### src/design/elg_pkg.sv
// ----------------------------------------------------------------------------
// ElGamal engine package
// Shared constants and payload types of the ElGamal engine.
// ----------------------------------------------------------------------------
package elg_pkg;

    localparam int WORD_BITS_DEF = 32;
    localparam int FIELD_BITS    = 32;
    localparam int CFG_IDX_BITS  = 2;

    // Register indexes.
    localparam logic [CFG_IDX_BITS-1:0] REG_MODULUS   = 2'd0;
    localparam logic [CFG_IDX_BITS-1:0] REG_GENERATOR = 2'd1;
    localparam logic [CFG_IDX_BITS-1:0] REG_PUBLIC    = 2'd2;
    localparam logic [CFG_IDX_BITS-1:0] REG_PRIVATE   = 2'd3;

    // Operation kinds.
    localparam logic KIND_ENCRYPT = 1'b0;
    localparam logic KIND_DECRYPT = 1'b1;

    localparam logic [31:0] MODULUS_RESET   = 32'd4294967291;
    localparam logic [31:0] GENERATOR_RESET = 32'd2;
    localparam logic [31:0] PUBLIC_RESET    = 32'd1;
    localparam logic [31:0] PRIVATE_RESET   = 32'd1;

    typedef struct packed {
        logic        kind;
        logic [31:0] nonce;
        logic [31:0] message;
        logic [31:0] cipher_first;
        logic [31:0] cipher_second;
    } t_in_item;

    typedef struct packed {
        logic [31:0] value_first;
        logic [31:0] value_second;
    } t_out_item;

    // Handshake between the sequencer and the modular multiplier.
    typedef struct packed {
        logic start;
    } t_mul_req;

    typedef struct packed {
        logic busy;
        logic done;
    } t_mul_stat;

endpackage

### src/design/elg_modmul.sv
// ----------------------------------------------------------------------------
// Modular multiplier
// Shift-and-add multiplier reducing mod p one operand bit per cycle.
// ----------------------------------------------------------------------------
module elg_modmul #(
    parameter int WORD_BITS = elg_pkg::WORD_BITS_DEF
) (
    input  logic                 i_clk,
    input  logic                 i_rst_n,
    input  elg_pkg::t_mul_req    i_req,
    input  logic [WORD_BITS-1:0] i_a,
    input  logic [WORD_BITS-1:0] i_b,
    input  logic [WORD_BITS-1:0] i_p,
    output elg_pkg::t_mul_stat   o_stat,
    output logic [WORD_BITS-1:0] o_prod
);
    localparam int CNT_BITS = $clog2(WORD_BITS + 1);
    localparam logic [CNT_BITS-1:0] LAST = CNT_BITS'(WORD_BITS - 1);

    logic                 r_busy, r_done, r_red;
    logic [CNT_BITS-1:0]  r_cnt;
    logic [WORD_BITS-1:0] r_acc, r_a, r_b, r_sh;
    logic [WORD_BITS:0]   dbl, dbl_r, add, add_r;

    // Doubling then conditional addition, each reduced by one subtract.
    always_comb begin
        dbl   = {r_acc, 1'b0};
        dbl_r = (dbl >= {1'b0, i_p}) ? dbl - {1'b0, i_p} : dbl;
        add   = dbl_r + {1'b0, r_a};
        if (!r_sh[WORD_BITS-1]) begin
            add = dbl_r;
        end
        add_r = (add >= {1'b0, i_p}) ? add - {1'b0, i_p} : add;
    end

    // An operand a that is not below p is first reduced by running the same
    // datapath over its bits with an addend of one.
    // The product then takes one bit of b per cycle, most significant first.
    always_ff @(posedge i_clk) begin
        if (!i_rst_n) begin
            r_busy <= 1'b0;
            r_done <= 1'b0;
        end else begin
            r_done <= 1'b0;
            if (i_req.start) begin
                r_busy <= 1'b1;
                r_acc  <= '0;
                r_cnt  <= '0;
                r_b    <= i_b;
                if (i_a >= i_p) begin
                    r_red <= 1'b1;
                    r_a   <= WORD_BITS'(1);
                    r_sh  <= i_a;
                end else begin
                    r_red <= 1'b0;
                    r_a   <= i_a;
                    r_sh  <= i_b;
                end
            end else if (r_busy && r_red && r_cnt == LAST) begin
                // Operand a is now reduced: start the product proper.
                r_red <= 1'b0;
                r_a   <= add_r[WORD_BITS-1:0];
                r_sh  <= r_b;
                r_acc <= '0;
                r_cnt <= '0;
            end else if (r_busy) begin
                r_acc <= add_r[WORD_BITS-1:0];
                r_sh  <= {r_sh[WORD_BITS-2:0], 1'b0};
                r_cnt <= r_cnt + CNT_BITS'(1);
                if (r_cnt == LAST) begin
                    r_busy <= 1'b0;
                    r_done <= 1'b1;
                end
            end
        end
    end

    assign o_stat.busy = r_busy;
    assign o_stat.done = r_done;
    assign o_prod      = r_acc;
endmodule

### src/design/elgamal_encrypt_decrypt.sv
// ----------------------------------------------------------------------------
// ElGamal encrypt / decrypt engine
// Square-and-multiply exponentiation over a configurable prime modulus.
// ----------------------------------------------------------------------------
// One item is taken at a time. The shared shift-and-add multiplier first
// reduces its first operand when that is not yet below p, which happens
// only on the first square of a fresh base. An exponentiation walks the
// exponent up to its top set bit: a set bit costs a multiply and a square,
// a clear bit a square only. An encrypt runs two powers of the nonce and one
// final product, a decrypt a power of the private key, a power of p-2 and one
// final product. The result is held in an output register until taken; a new
// item is accepted only once it has been delivered.
module elgamal_encrypt_decrypt #(
    parameter int WORD_BITS = elg_pkg::WORD_BITS_DEF
) (
    input  logic                                 i_clk,
    input  logic                                 i_rst_n,
    input  logic                                 i_cfg_we,
    input  logic [elg_pkg::CFG_IDX_BITS-1:0]     i_cfg_idx,
    input  logic [elg_pkg::FIELD_BITS-1:0]       i_cfg_data,
    input  logic                                 i_valid,
    output logic                                 o_stall,
    input  elg_pkg::t_in_item                    i_item,
    output logic                                 o_valid,
    input  logic                                 i_stall,
    output elg_pkg::t_out_item                   o_item
);
    localparam int W = WORD_BITS;
    localparam int EC = $clog2(W + 1);

    localparam logic [3:0] S_IDLE = 4'd0, S_POW = 4'd1, S_SQR = 4'd2,
                           S_FIN = 4'd3, S_WAIT = 4'd5;
    // Phase codes of the item.
    localparam logic [2:0] P_ENC1 = 3'd0, P_ENC2 = 3'd1, P_ENC3 = 3'd2,
                           P_DEC1 = 3'd3, P_DEC2 = 3'd4, P_DEC3 = 3'd5;

    logic [W-1:0] r_mod, r_gen, r_pub, r_priv;
    logic [3:0]   r_state;
    logic [2:0]   r_phase;
    logic [W-1:0] r_acc, r_base, r_exp, r_first, r_msg, r_nonce;
    logic [EC-1:0] r_ecnt;
    logic         r_ovalid;
    elg_pkg::t_out_item r_out;

    elg_pkg::t_mul_req  mreq;
    elg_pkg::t_mul_stat mstat;
    logic [W-1:0] ma, mb, mprod;
    logic [W-1:0] one_p;

    // Configuration registers.
    always_ff @(posedge i_clk) begin
        if (!i_rst_n) begin
            r_mod  <= elg_pkg::MODULUS_RESET[W-1:0];
            r_gen  <= elg_pkg::GENERATOR_RESET[W-1:0];
            r_pub  <= elg_pkg::PUBLIC_RESET[W-1:0];
            r_priv <= elg_pkg::PRIVATE_RESET[W-1:0];
        end else if (i_cfg_we) begin
            unique case (i_cfg_idx)
                elg_pkg::REG_MODULUS:   r_mod  <= i_cfg_data[W-1:0];
                elg_pkg::REG_GENERATOR: r_gen  <= i_cfg_data[W-1:0];
                elg_pkg::REG_PUBLIC:    r_pub  <= i_cfg_data[W-1:0];
                default:                r_priv <= i_cfg_data[W-1:0];
            endcase
        end
    end

    assign one_p = (r_mod == W'(1)) ? '0 : W'(1);

    elg_modmul #(.WORD_BITS(W)) u_mul (
        .i_clk  (i_clk),
        .i_rst_n(i_rst_n),
        .i_req  (mreq),
        .i_a    (ma),
        .i_b    (mb),
        .i_p    (r_mod),
        .o_stat (mstat),
        .o_prod (mprod)
    );

    // Operand selection: multiply step, square step or final product.
    always_comb begin
        ma = r_acc;
        mb = r_base;
        unique case (r_state)
            S_SQR:   ma = r_base;
            S_FIN:   mb = r_msg;
            default: ma = r_acc;
        endcase
    end

    logic n_start;
    assign mreq.start = n_start;

    // Sequencer: one exponent bit is a conditional multiply then a square.
    always_ff @(posedge i_clk) begin
        if (!i_rst_n) begin
            r_state  <= S_IDLE;
            r_ovalid <= 1'b0;
        end else begin
            if (r_ovalid && !i_stall) r_ovalid <= 1'b0;
            unique case (r_state)
                S_IDLE: begin
                    if (i_valid && !r_ovalid) begin
                        r_acc   <= one_p;
                        r_ecnt  <= '0;
                        r_nonce <= i_item.nonce[W-1:0];
                        if (r_mod < W'(2)) begin
                            r_out    <= '0;
                            r_ovalid <= 1'b1;
                        end else if (i_item.kind == elg_pkg::KIND_ENCRYPT) begin
                            r_phase <= P_ENC1;
                            r_base  <= r_gen;
                            r_exp   <= i_item.nonce[W-1:0];
                            r_msg   <= i_item.message[W-1:0];
                            r_state <= S_POW;
                        end else begin
                            r_phase <= P_DEC1;
                            r_base  <= i_item.cipher_first[W-1:0];
                            r_exp   <= r_priv;
                            r_msg   <= i_item.cipher_second[W-1:0];
                            r_state <= S_POW;
                        end
                    end
                end
                S_POW: begin
                    if (r_exp == '0) begin
                        // Power done: move to the next phase.
                        unique case (r_phase)
                            P_ENC1: begin
                                r_first <= r_acc;
                                r_acc   <= one_p;
                                r_base  <= r_pub;
                                r_exp   <= r_nonce;
                                r_phase <= P_ENC2;
                            end
                            P_ENC2: begin
                                r_state <= S_FIN;
                                r_phase <= P_ENC3;
                            end
                            P_DEC1: begin
                                r_acc   <= one_p;
                                r_base  <= r_acc;
                                r_exp   <= r_mod - W'(2);
                                r_phase <= P_DEC2;
                            end
                            default: begin
                                r_state <= S_FIN;
                                r_phase <= P_DEC3;
                            end
                        endcase
                    end else if (r_exp[0]) begin
                        r_state <= S_WAIT;
                        r_ecnt  <= EC'(1);
                    end else begin
                        r_state <= S_SQR;
                        r_ecnt  <= EC'(2);
                    end
                end
                S_SQR: r_state <= S_WAIT;
                S_FIN: r_state <= S_WAIT;
                S_WAIT: begin
                    if (mstat.done) begin
                        if (r_phase == P_ENC3 || r_phase == P_DEC3) begin
                            r_out.value_first  <= (r_phase == P_ENC3) ?
                                elg_pkg::FIELD_BITS'(r_first) :
                                elg_pkg::FIELD_BITS'(mprod);
                            r_out.value_second <= (r_phase == P_ENC3) ?
                                elg_pkg::FIELD_BITS'(mprod) : '0;
                            r_ovalid <= 1'b1;
                            r_state  <= S_IDLE;
                        end else if (r_ecnt == EC'(1)) begin
                            r_acc   <= mprod;
                            r_ecnt  <= EC'(2);
                            r_state <= S_SQR;
                        end else begin
                            r_base  <= mprod;
                            r_exp   <= r_exp >> 1;
                            r_state <= S_POW;
                        end
                    end
                end
                default: r_state <= S_IDLE;
            endcase
        end
    end

    // Start pulses: a multiply in S_POW on a set exponent bit, squares, finals.
    always_comb begin
        n_start = 1'b0;
        if (r_state == S_POW && r_exp[0]) begin
            n_start = 1'b1;
        end
        if (r_state == S_SQR || r_state == S_FIN) n_start = 1'b1;
    end

    assign o_stall = (r_state != S_IDLE) || r_ovalid;
    assign o_valid = r_ovalid;
    assign o_item  = r_out;

    // The multiplier is started only when it is free.
    a_start_free: assert property (@(posedge i_clk) disable iff (!i_rst_n)
        mreq.start |-> !mstat.busy) else $error("multiplier restarted busy");
    // No item is accepted while a result waits.
    a_no_accept: assert property (@(posedge i_clk) disable iff (!i_rst_n)
        r_ovalid |-> o_stall) else $error("accept while result pending");
    // A result stays until taken.
    a_hold: assert property (@(posedge i_clk) disable iff (!i_rst_n)
        (o_valid && i_stall) |=> (o_valid && $stable(o_item)))
        else $error("result dropped");
endmodule

### config.mk
export PLATFORM = sky130hd
export DESIGN_NAME = elgamal_encrypt_decrypt
export DESIGN_NICKNAME = d
export VERILOG_FILES = /design/src/design/elg_pkg.sv /design/src/design/elg_modmul.sv /design/src/design/elgamal_encrypt_decrypt.sv
export SDC_FILE = /design/constraint.sdc
export NUM_CORES = 1
export LEC_CHECK = 0
export ABC_AREA = 1
export BUFFER_PORTS_ARGS = -buffer_cell sky130_fd_sc_hd__buf_2
export CORE_MARGIN = 4
export CORE_UTILIZATION = 55
export DETAILED_ROUTE_END_ITERATION = 7
export HOLD_SLACK_MARGIN = 0.06
export PLACE_DENSITY = 0.74
export SLEW_MARGIN = 10
export SYNTH_ARGS = -nofsm -noshare
export SYNTH_HDL_FRONTEND = slang
export SYNTH_HIERARCHICAL = 1
export SYNTH_SLANG_ARGS = --single-unit
### constraint.sdc
create_clock -name i_clk -period 14.6 [get_ports i_clk]
set_clock_uncertainty 0.05 [all_clocks]
set_input_delay 0 -clock i_clk [delete_from_list [all_inputs] [get_ports i_clk]]
set_output_delay 0 -clock i_clk [all_outputs]
set_load 0.02 [all_outputs]
==> Word level (Yosys, flattened, before mapping) <==
Index checks and enable logic that the tools add are counted.
{ "totals": {"ff_bits": 535, "in_bits": 168, "output_inout_bits": 66, "elab_cells": 191} }
{ "classes": {"add_sub_neg": 5, "magnitude_cmp": 4, "n_eq_ne": 27, "n_mux": 86, "bitwise": 4, "reduce_logical": 41} }
{ "op_table": {"columns": ["cell", "n"], "rows": [
  ["$mux W32", 34],
  ["$pmux W32 S3", 3],
  ["$mux W64", 4],
  ["$pmux W32 S2", 2],
  ["$pmux W64 S2", 1],
  ["$ge A33 B32 Y1", 2],
  ["$mux W33", 2],
  ["$mux W6", 6],
  ["$add A33 B32 Y33", 1],
  ["$sub A33 B32 Y33", 1],
  ["$eq A32 B1 Y1 const B", 1],
  ["$ge A32 B32 Y1", 1],
  ["$logic_not A32 Y1", 1],
  ["$lt A32 B2 Y1 const B", 1],
  ["$sub A32 B2 Y32 const B", 1],
  ["$sub A32 B32 Y32", 1],
  ["$ne A2 B2 Y1 const B", 11],
  ["$mux W4", 5],
  ["$pmux W6 S3", 1],
  ["$mux W1", 16],
  ["$pmux W4 S4", 1],
  ["$reduce_and A2 Y1", 7],
  ["$mux W3", 4],
  ["$reduce_and A4 Y1", 3],
  ["37 further kinds", 57]
]} }

==> Depth between registers and ports, before layout <==
Gate-level depths: netlist (run 1).
{ "logic_depth": {"ltp_word": 8, "depth_mapped": 46, "ltp_nobuf": 44} }

==> Modules after synthesis <==
The synthesis (run 1) kept the hierarchy.
{ "by_module_without_submodules": {"columns": ["module", "n_inst", "cells_per_inst", "area_per_inst_um2", "seq_area_each_um2"], "rows": [
  ["elgamal_encrypt_decrypt", 1, 1892, 17660.7, 10480.1],
  ["elg_modmul", 1, 2210, 14715.4, 4093.9]
]} }

==> Worst setup path after synthesis (run 1) <==
OpenSTA, ideal clock, no wires.
{ "synth_path": {"path_kind": "register to register", "start": "register r_mod[7]", "end": "register u_mul.r_a[20] (data pin)", "setup_ns": 0.254, "arrival_ns": 5.265, "t_required_ns": 14.296, "setup_slack_ns": 9.031, "stages_incl_launch_ff": 42, "n_path_buf": 3, "synth_period_minus_slack_ns": 5.569, "path_cell_list": "dfxtp_1 inv_1 ha_1 nand2_1 nor2_1 nand2_1 nand2_1 nand2_1 nand3_2 nand2_2 nand2_4 buf_8 buf_6 nand2_1 inv_1 ha_1 inv_1 fa_1 (+6 left out) nand2_1 a21oi_1 or2_2 nand2_1 nand2_1 nand2_1 inv_1 ha_1 nand2_1 nor2_1 and3_1 a31oi_1 nand2_2 nor2_8 buf_6 nand3_1 nand3_1 nand2_1"} }
{ "synth_between": {"elab_chain_len": 8, "word_cells_on_any_way": 12, "classes_between": "3 x add/sub; 3 x order compare; 6 x mux"} }
{ "synth_rtl": {"columns": ["element", "line_no", "source"], "rows": [
  ["start: declaration", "elgamal_encrypt_decrypt.sv:37", "logic [W-1:0] r_mod, r_gen, r_pub, r_priv;"],
  ["start signal: assignment", "elgamal_encrypt_decrypt.sv:53", "r_mod <= elg_pkg::MODULUS_RESET[W-1:0];"],
  ["start signal: assignment", "elgamal_encrypt_decrypt.sv:59", "elg_pkg::REG_MODULUS: r_mod <= i_cfg_data[W-1:0];"],
  ["$sub A33 B32 Y33 / $ge A33 B32 Y1 (equally long branches)", "elg_modmul.sv:28", "dbl_r = (dbl >= {1'b0, i_p}) ? dbl - {1'b0, i_p} : dbl;"],
  ["$mux W33", "elg_modmul.sv:28", null],
  ["$add A33 B32 Y33", "elg_modmul.sv:29", "add = dbl_r + {1'b0, r_a};"],
  ["$mux W33", "elg_modmul.sv:30", "if (!r_sh[WORD_BITS-1]) begin"],
  ["$sub A32 B32 Y32 / $ge A33 B32 Y1 (equally long branches)", "elg_modmul.sv:33", "add_r = (add >= {1'b0, i_p}) ? add - {1'b0, i_p} : add;"],
  ["$mux W32", "elg_modmul.sv:33", null],
  ["$mux W32", "elg_modmul.sv:59", "end else if (r_busy && r_red && r_cnt == LAST) begin"],
  ["$mux W32 *", "elg_modmul.sv:45", "if (i_req.start) begin"],
  ["end signal: assignment", "elg_modmul.sv:56", "r_a <= i_a;"],
  ["end signal: assignment", "elg_modmul.sv:62", "r_a <= add_r[WORD_BITS-1:0];"],
  ["end: declaration", "elg_modmul.sv:22", "logic [WORD_BITS-1:0] r_acc, r_a, r_b, r_sh;"]
]} }
Every way passes the cells marked *; elsewhere a longest branch is shown, timed or not. The select of a mux whose other input is x is not followed.
A chain may end at the register's enable or synchronous reset.

==> Worst setup path in the final report (run 1) <==
{ "layout_path": {"start": "register r_mod[6]", "end": "register u_mul.r_a[13] (data pin)"} }
The elaborated chain is that of the path after synthesis.

==> results of run 1 <==
sequential cells by signal (all words and copies together) (netlist names), 6 cells and up:
name / count
u_mul/r_b: 32
u_mul/o_prod: 32
r_base: 32
r_priv: 32
r_acc: 32
r_nonce: 32
r_msg: 32
r_gen: 32
r_first: 32
u_mul/r_sh: 32
u_mul/r_cnt: 6
r_pub: 32
u_mul/r_a: 32
r_mod: 32
o_item: 64
r_exp: 32
worst paths after layout:
kind | end | start
max | u_mul/r_a[13]$_DFFE_PP_ | r_mod[6]$_SDFFE_PN1P_
min | r_nonce[1]$_DFFE_PP_ | i_item[97]
max reg2reg | u_mul/r_a[13]$_DFFE_PP_ | r_mod[6]$_SDFFE_PN1P_
min reg2reg | r_priv[26]$_SDFFE_PN0P_ | r_priv[26]$_SDFFE_PN0P_
power by group:
part           total (mW)  internal [mW]  switching, mW  leakage, nW
Combinational        2.58          0.804           1.78         11.4
Sequential           1.98           1.87          0.108         4.87
Clock                1.41          0.779          0.631        0.858
Total                5.97           3.45           2.52         17.2
worst register-to-register path, delay by kind of cell (launching register included):
family	cells	cell delay [ps]
DFF	1	460
buffers and inverters	8	1230
and+or+nand+nor	24	4330
AOI/OAI and AO/OA	3	770
adders and majority gates	4	1390
what timing repair did:
item | 4_1_cts | 5_1_grt
endpoints found under the hold margin | 261 | 0
hold buffers | 212 | 0
resized for setup | 0 | 0
placed cells by master (no fill, tap or decap), types with 25 or more instances in the layout:
cell type / n
a21oi_1: 256
dlygate4sd3_1: 212
inv_1: 450
mux2_2: 62
dfxtp_1: 134
ha_1: 130
inv_2: 28
nor2_1: 473
xnor2_1: 25
nand3_1: 274
nand2_1: 1005
xor2_1: 31
edfxtp_1: 396
a22oi_1: 31
buf_4: 36
o21ai_0: 312
buf_2: 231
clkbuf_16: 56
nand4_1: 26
o211ai_1: 92
cell type report:
type | instances | area, um2
fill | 4811 | 20060
multi-input combinational | 2924 | 15290
sequential | 530 | 14570
timing repair buffer | 479 | 3548
inverter | 484 | 1819
clock buffer | 76 | 1546
tap | 765 | 957.2
clock inverter | 28 | 230.2
through the flow:
stage	cell area [um2]	power [mW]
final	37960	5.969
after global routing	37960	6.281
after floorplan	32370	3.702
after detailed placement	34060	4.431
after CTS	37960	5.857
after global placement	34060	4.419
layer usage:
metal,up-vias,global-route usage
met4,4,0.1571
li1,14462,-
met3,388,0.08369
met5,-,0
met1,14742,0.5276
met2,2234,0.5803
==> results.json, run 1 <==
{
  "drv_cap": 0,
  "synth.cell_area_um2": 32370,
  "place.gp.congestion": 1.030,
  "final_min_period_over_clock_period": 0.5828,
  "dp_hpwl_um": 87490,
  "final-setup-viol-count": 0,
  "max-slew-margin-rel": 0.2016,
  "top_layer_used": "met5",
  "final.setup.tns_ps": 0,
  "timing_worst_slew_pin_value_ps": 1198,
  "crit_path_max_fanout": 48,
  "wl_met2_um": 53780,
  "avgRoutedWirePerCell_um": 23.41,
  "top_level_ports": 234,
  "fin_worst_hold_slack_ps": 69.09,
  "vias_per_cell": 6.022,
  "synthesis.nets": 4402,
  "static-leakage-power_nw": 17.15,
  "layout-area-overhead-vs-synth_pct": 17.28,
  "cts_setup_buffers": 0,
  "setup_repair_after_global_routing_missed_its_margin": "no",
  "total_die_area_um2": 62800,
  "worst_ep_arrival_time_ps": 8830,
  "finalWorstSetupSlack_ps": 6092,
  "std_cell_rows": 88,
  "p_per_area_nw_per_um2": 157.2,
  "run_status": "finished clean",
  "numPlacedInstances": 4970,
  "layout.cells.non_filler": 5286,
  "global_route_wire_length_before_repair_um": 183900,
  "min_path_cells": 2,
  "yosys_warnings": 6,
  "finalCoreUtilization": 0.6542,
  "detail-route-antenna-nets": 0,
  "critPathRequiredTime_ps": 14920,
  "slew_viol_final": 0,
  "placement.io_buffers": 233,
  "fp.coreArea_um2": 58030,
  "r2r.worst_path.cells": 39,
  "nNetsFinal": 4775,
  "cts_sinks": 530,
  "detailedRoute.firstIterationViolations": 4261,
  "worst_skew_pair.late_latency_ps": 660,
  "avgSynthCellArea_um2": 7.893,
  "htreeDepth": 2,
  "start_util": 0.5578,
  "antenna_found_initial": 3,
  "number_of_logic_stages_on_the_critical_path_including_buffering": 39,
  "cp.buffers_inverters": 8,
  "critical_path.top_delay_family": "simple AND/OR/NAND/NOR gates",
  "total_via_count_in_the_routed_design": 31830,
  "tritoncts.num_buffers": 55,
  "clock_transition_at_path_regs_ps": 60,
  "ff2ff_setup_slack_ps": 6090,
  "dieHeight_um": 250.6,
  "post_route_cells_drive_above_1_share": 0.1172,
  "report.final.hold_viol_count": 0,
  "worst_setup_path_category": "flop to flop",
  "worst_hold_path_type": "input pin to flop",
  "grt_max_degree": 92,
  "drt-pass1-iter-count": 6,
  "fmax_ghz": 0.1175,
  "worst_path_max_delay_cell": "nand4_4",
  "dp_worst_setup_slack_ps": 6500,
  "globalRouteOverflowTotal": 0,
  "critical-path-max-stage-delay_ps": 720,
  "vias_in_the_first_global_route": 30033,
  "period_minus_slack_ps": 8508,
  "vdd_ir_drop_max_v": 0.0001118,
  "cts-root-to-sink-buffers": 3,
  "dieWidth_um": 250.6,
  "critPathLaunchType": "flop",
  "critPathMostFrequentCell": "nand2_1",
  "kind_of_end_point_of_the_critical_path": "flop",
  "detailroute.wirelength.met3_um": 15600,
  "syn_inst": 4101,
  "num_antenna_cells": 0,
  "cts_root_buf": "clkbuf_16",
  "postRouteWirelength_um": 123700,
  "clock_tree_from_tritoncts": "done",
  "globalRouteTotalUtil": 0.3802,
  "wl_met1_um": 47870,
  "route.detailed.drc": 0
}
Power figures use the tool's default switching activity.
==> run 2: changes to the inputs <==
- PLACE_DENSITY: 0.74 -> 0.77
- clock period: 14.6 -> 7 ns (I/O delays scaled with it)
==> run 2 against run 1 <==
  * Register-to-register slack got worse by 5800 ps
  * Clock power increased by 120%
  * Setup slack got worse by 5800 ps
  * Design area increased by 2.7%
  * Via count increased by 1.9%
  * Highest routed layer is now met4
  * Maximum frequency increased by 27%
  * Die area unchanged
  * Critical path depth decreased by 3
==> results.json, run 2 (same netlist as run 1, synthesis figures left out) <==
{
  "layout.cells.non_filler": 5376,
  "worst_setup_path_category": "flop to flop",
  "dieHeight_um": 250.6,
  "period_minus_slack_ps": 6704,
  "antenna_found_initial": 2,
  "worst_hold_path_type": "input pin to flop",
  "worst_path_max_delay_cell": "dfxtp_1",
  "clock_transition_at_path_regs_ps": 60,
  "total_die_area_um2": 62800,
  "postRouteWirelength_um": 130000,
  "globalRouteOverflowTotal": 0,
  "static-leakage-power_nw": 17.68,
  "num-fill-cells": 4597,
  "dp_hpwl_um": 91000,
  "area_of_the_multi_input_gates_um2": 15470,
  "fin_worst_hold_slack_ps": 86.86,
  "final_min_period_over_clock_period": 0.9577,
  "layout-area-overhead-vs-synth_pct": 20.46,
  "global_route_wire_length_before_repair_um": 192100,
  "cts_sinks": 530,
  "critPathLaunchType": "flop",
  "dieWidth_um": 250.6,
  "cts-root-to-sink-buffers": 3,
  "timing_worst_slew_pin_value_ps": 1177,
  "std_cell_rows": 88,
  "drt-pass1-iter-count": 7,
  "drv_cap": 0,
  "mostFrequentLayoutCells": "nand2_1 (1002), nor2_1 (472), inv_1 (450), edfxtp_1 (396), o21ai_0 (309)",
  "worst_skew_pair.late_latency_ps": 650,
  "crit_path_max_fanout": 18,
  "post_route_cells_drive_above_1_share": 0.1432,
  "tritoncts.num_buffers": 55,
  "detail-route-antenna-nets": 0,
  "htreeDepth": 2,
  "kind_of_end_point_of_the_critical_path": "flop",
  "worst_ep_arrival_time_ps": 6980,
  "total_via_count_in_the_routed_design": 32448,
  "fp.coreArea_um2": 58030,
  "cts_root_buf": "clkbuf_16",
  "slew_viol_final": 0,
  "nNetsFinal": 4863,
  "top_level_ports": 234,
  "vias_per_cell": 6.036,
  "grt_max_degree": 87,
  "vias_in_the_first_global_route": 31374,
  "vdd_ir_drop_max_v": 0.0002604,
  "placement.io_buffers": 233,
  "detailedRoute.firstIterationViolations": 4923,
  "run_status": "finished clean",
  "report.final.hold_viol_count": 0,
  "fmax_ghz": 0.1492,
  "avgRoutedWirePerCell_um": 24.18,
  "critPathRequiredTime_ps": 7280,
  "critPathMostFrequentCell": "nand2_1",
  "finalCoreUtilization": 0.6719,
  "final.setup.tns_ps": 0,
  "place.gp.congestion": 1.019,
  "start_util": 0.5578,
  "globalRouteTotalUtil": 0.4002,
  "p_per_area_nw_per_um2": 338.7,
  "numPlacedInstances": 5060,
  "final_common_cell": "nand2_1",
  "setup_repair_after_global_routing_missed_its_margin": "no",
  "register_area_um2": 14580,
  "final-setup-viol-count": 0,
  "largest_register_ff_count": 64,
  "placed_area_um2": 34790,
  "max-slew-margin-rel": 0.2155,
  "fin_area_um2": 38990,
  "critical-path-max-stage-delay_ps": 430,
  "route.detailed.drc": 0,
  "cts_setup_buffers": 0,
  "clock_tree_from_tritoncts": "done"
}
==> run 2: cell type report <==
type	count	share of cell area
repair buffers	567	0.1091
clock buffers	70	0.03937
diodes	2	0.0001284
well taps	765	0.02455
inverters	484	0.04672
clock inverters	34	0.009435
multi-input cells	2924	0.3968
flip-flops and latches	530	0.3739
==> run 2: final timing paths <==
kind	startpoint	endpoint	slack (ps)	depth (start not counted)
hold reg to reg	r_priv[2]$_SDFFE_PN0P_	r_priv[2]$_SDFFE_PN0P_	410	2
setup / recovery	r_mod[25]$_SDFFE_PN1P_	u_mul/r_a[30]$_DFFE_PP_	300	36
hold / removal	i_item[126]	r_nonce[30]$_DFFE_PP_	90	2
setup reg to reg	r_mod[25]$_SDFFE_PN1P_	u_mul/r_a[30]$_DFFE_PP_	300	36
==> run 2: timing repair <==
| action | in CTS | in global routing |
|---|---|---|
| pin swaps | 0 | 1 |
| resized for setup | 1 | 40 |
| endpoints found under the hold margin | 265 | 0 |
| hold buffers | 210 | 0 |
| setup endpoints to repair | 9 | 64 |
==> run 2: metal layers <==
| metal | global-route usage | wire length (um) | vias up |
|---|---|---|---|
| met1 | 0.5339 | 49610 | 15122 |
| met4 | 0.1682 | 6885 | 0 |
| met2 | 0.6314 | 57930 | 2259 |
| met3 | 0.09199 | 15550 | 433 |
| met5 | 0 | 0 | - |
| li1 | - | - | 14634 |
==> run 2: critical path: cells and delay by family (launching register included) <==
kind,cells,cell delay [ps]
simple gates,26,3390
fa+ha+maj,3,950
compound gates,3,910
buf+inv,4,630
flops,1,430
==> run 2: per-stage QoR <==
step | setup WS (ps) | total power [mW]
after floorplan | 1431 | 7.722
after global placement | -132.8 | 9.631
after detailed placement | -115.3 | 9.680
after CTS | 31.13 | 12.86
after global routing | 1.537 | 13.86
final | 295.9 | 13.21
==> run 2: report_power, final <==
group | internal, mW | switching (mW) | leakage (nW)
clock network | 1.75 | 1.38 | 0.924
registers | 3.90 | 0.211 | 4.87
logic | 2.01 | 3.96 | 11.9
total | 7.66 | 5.54 | 17.7
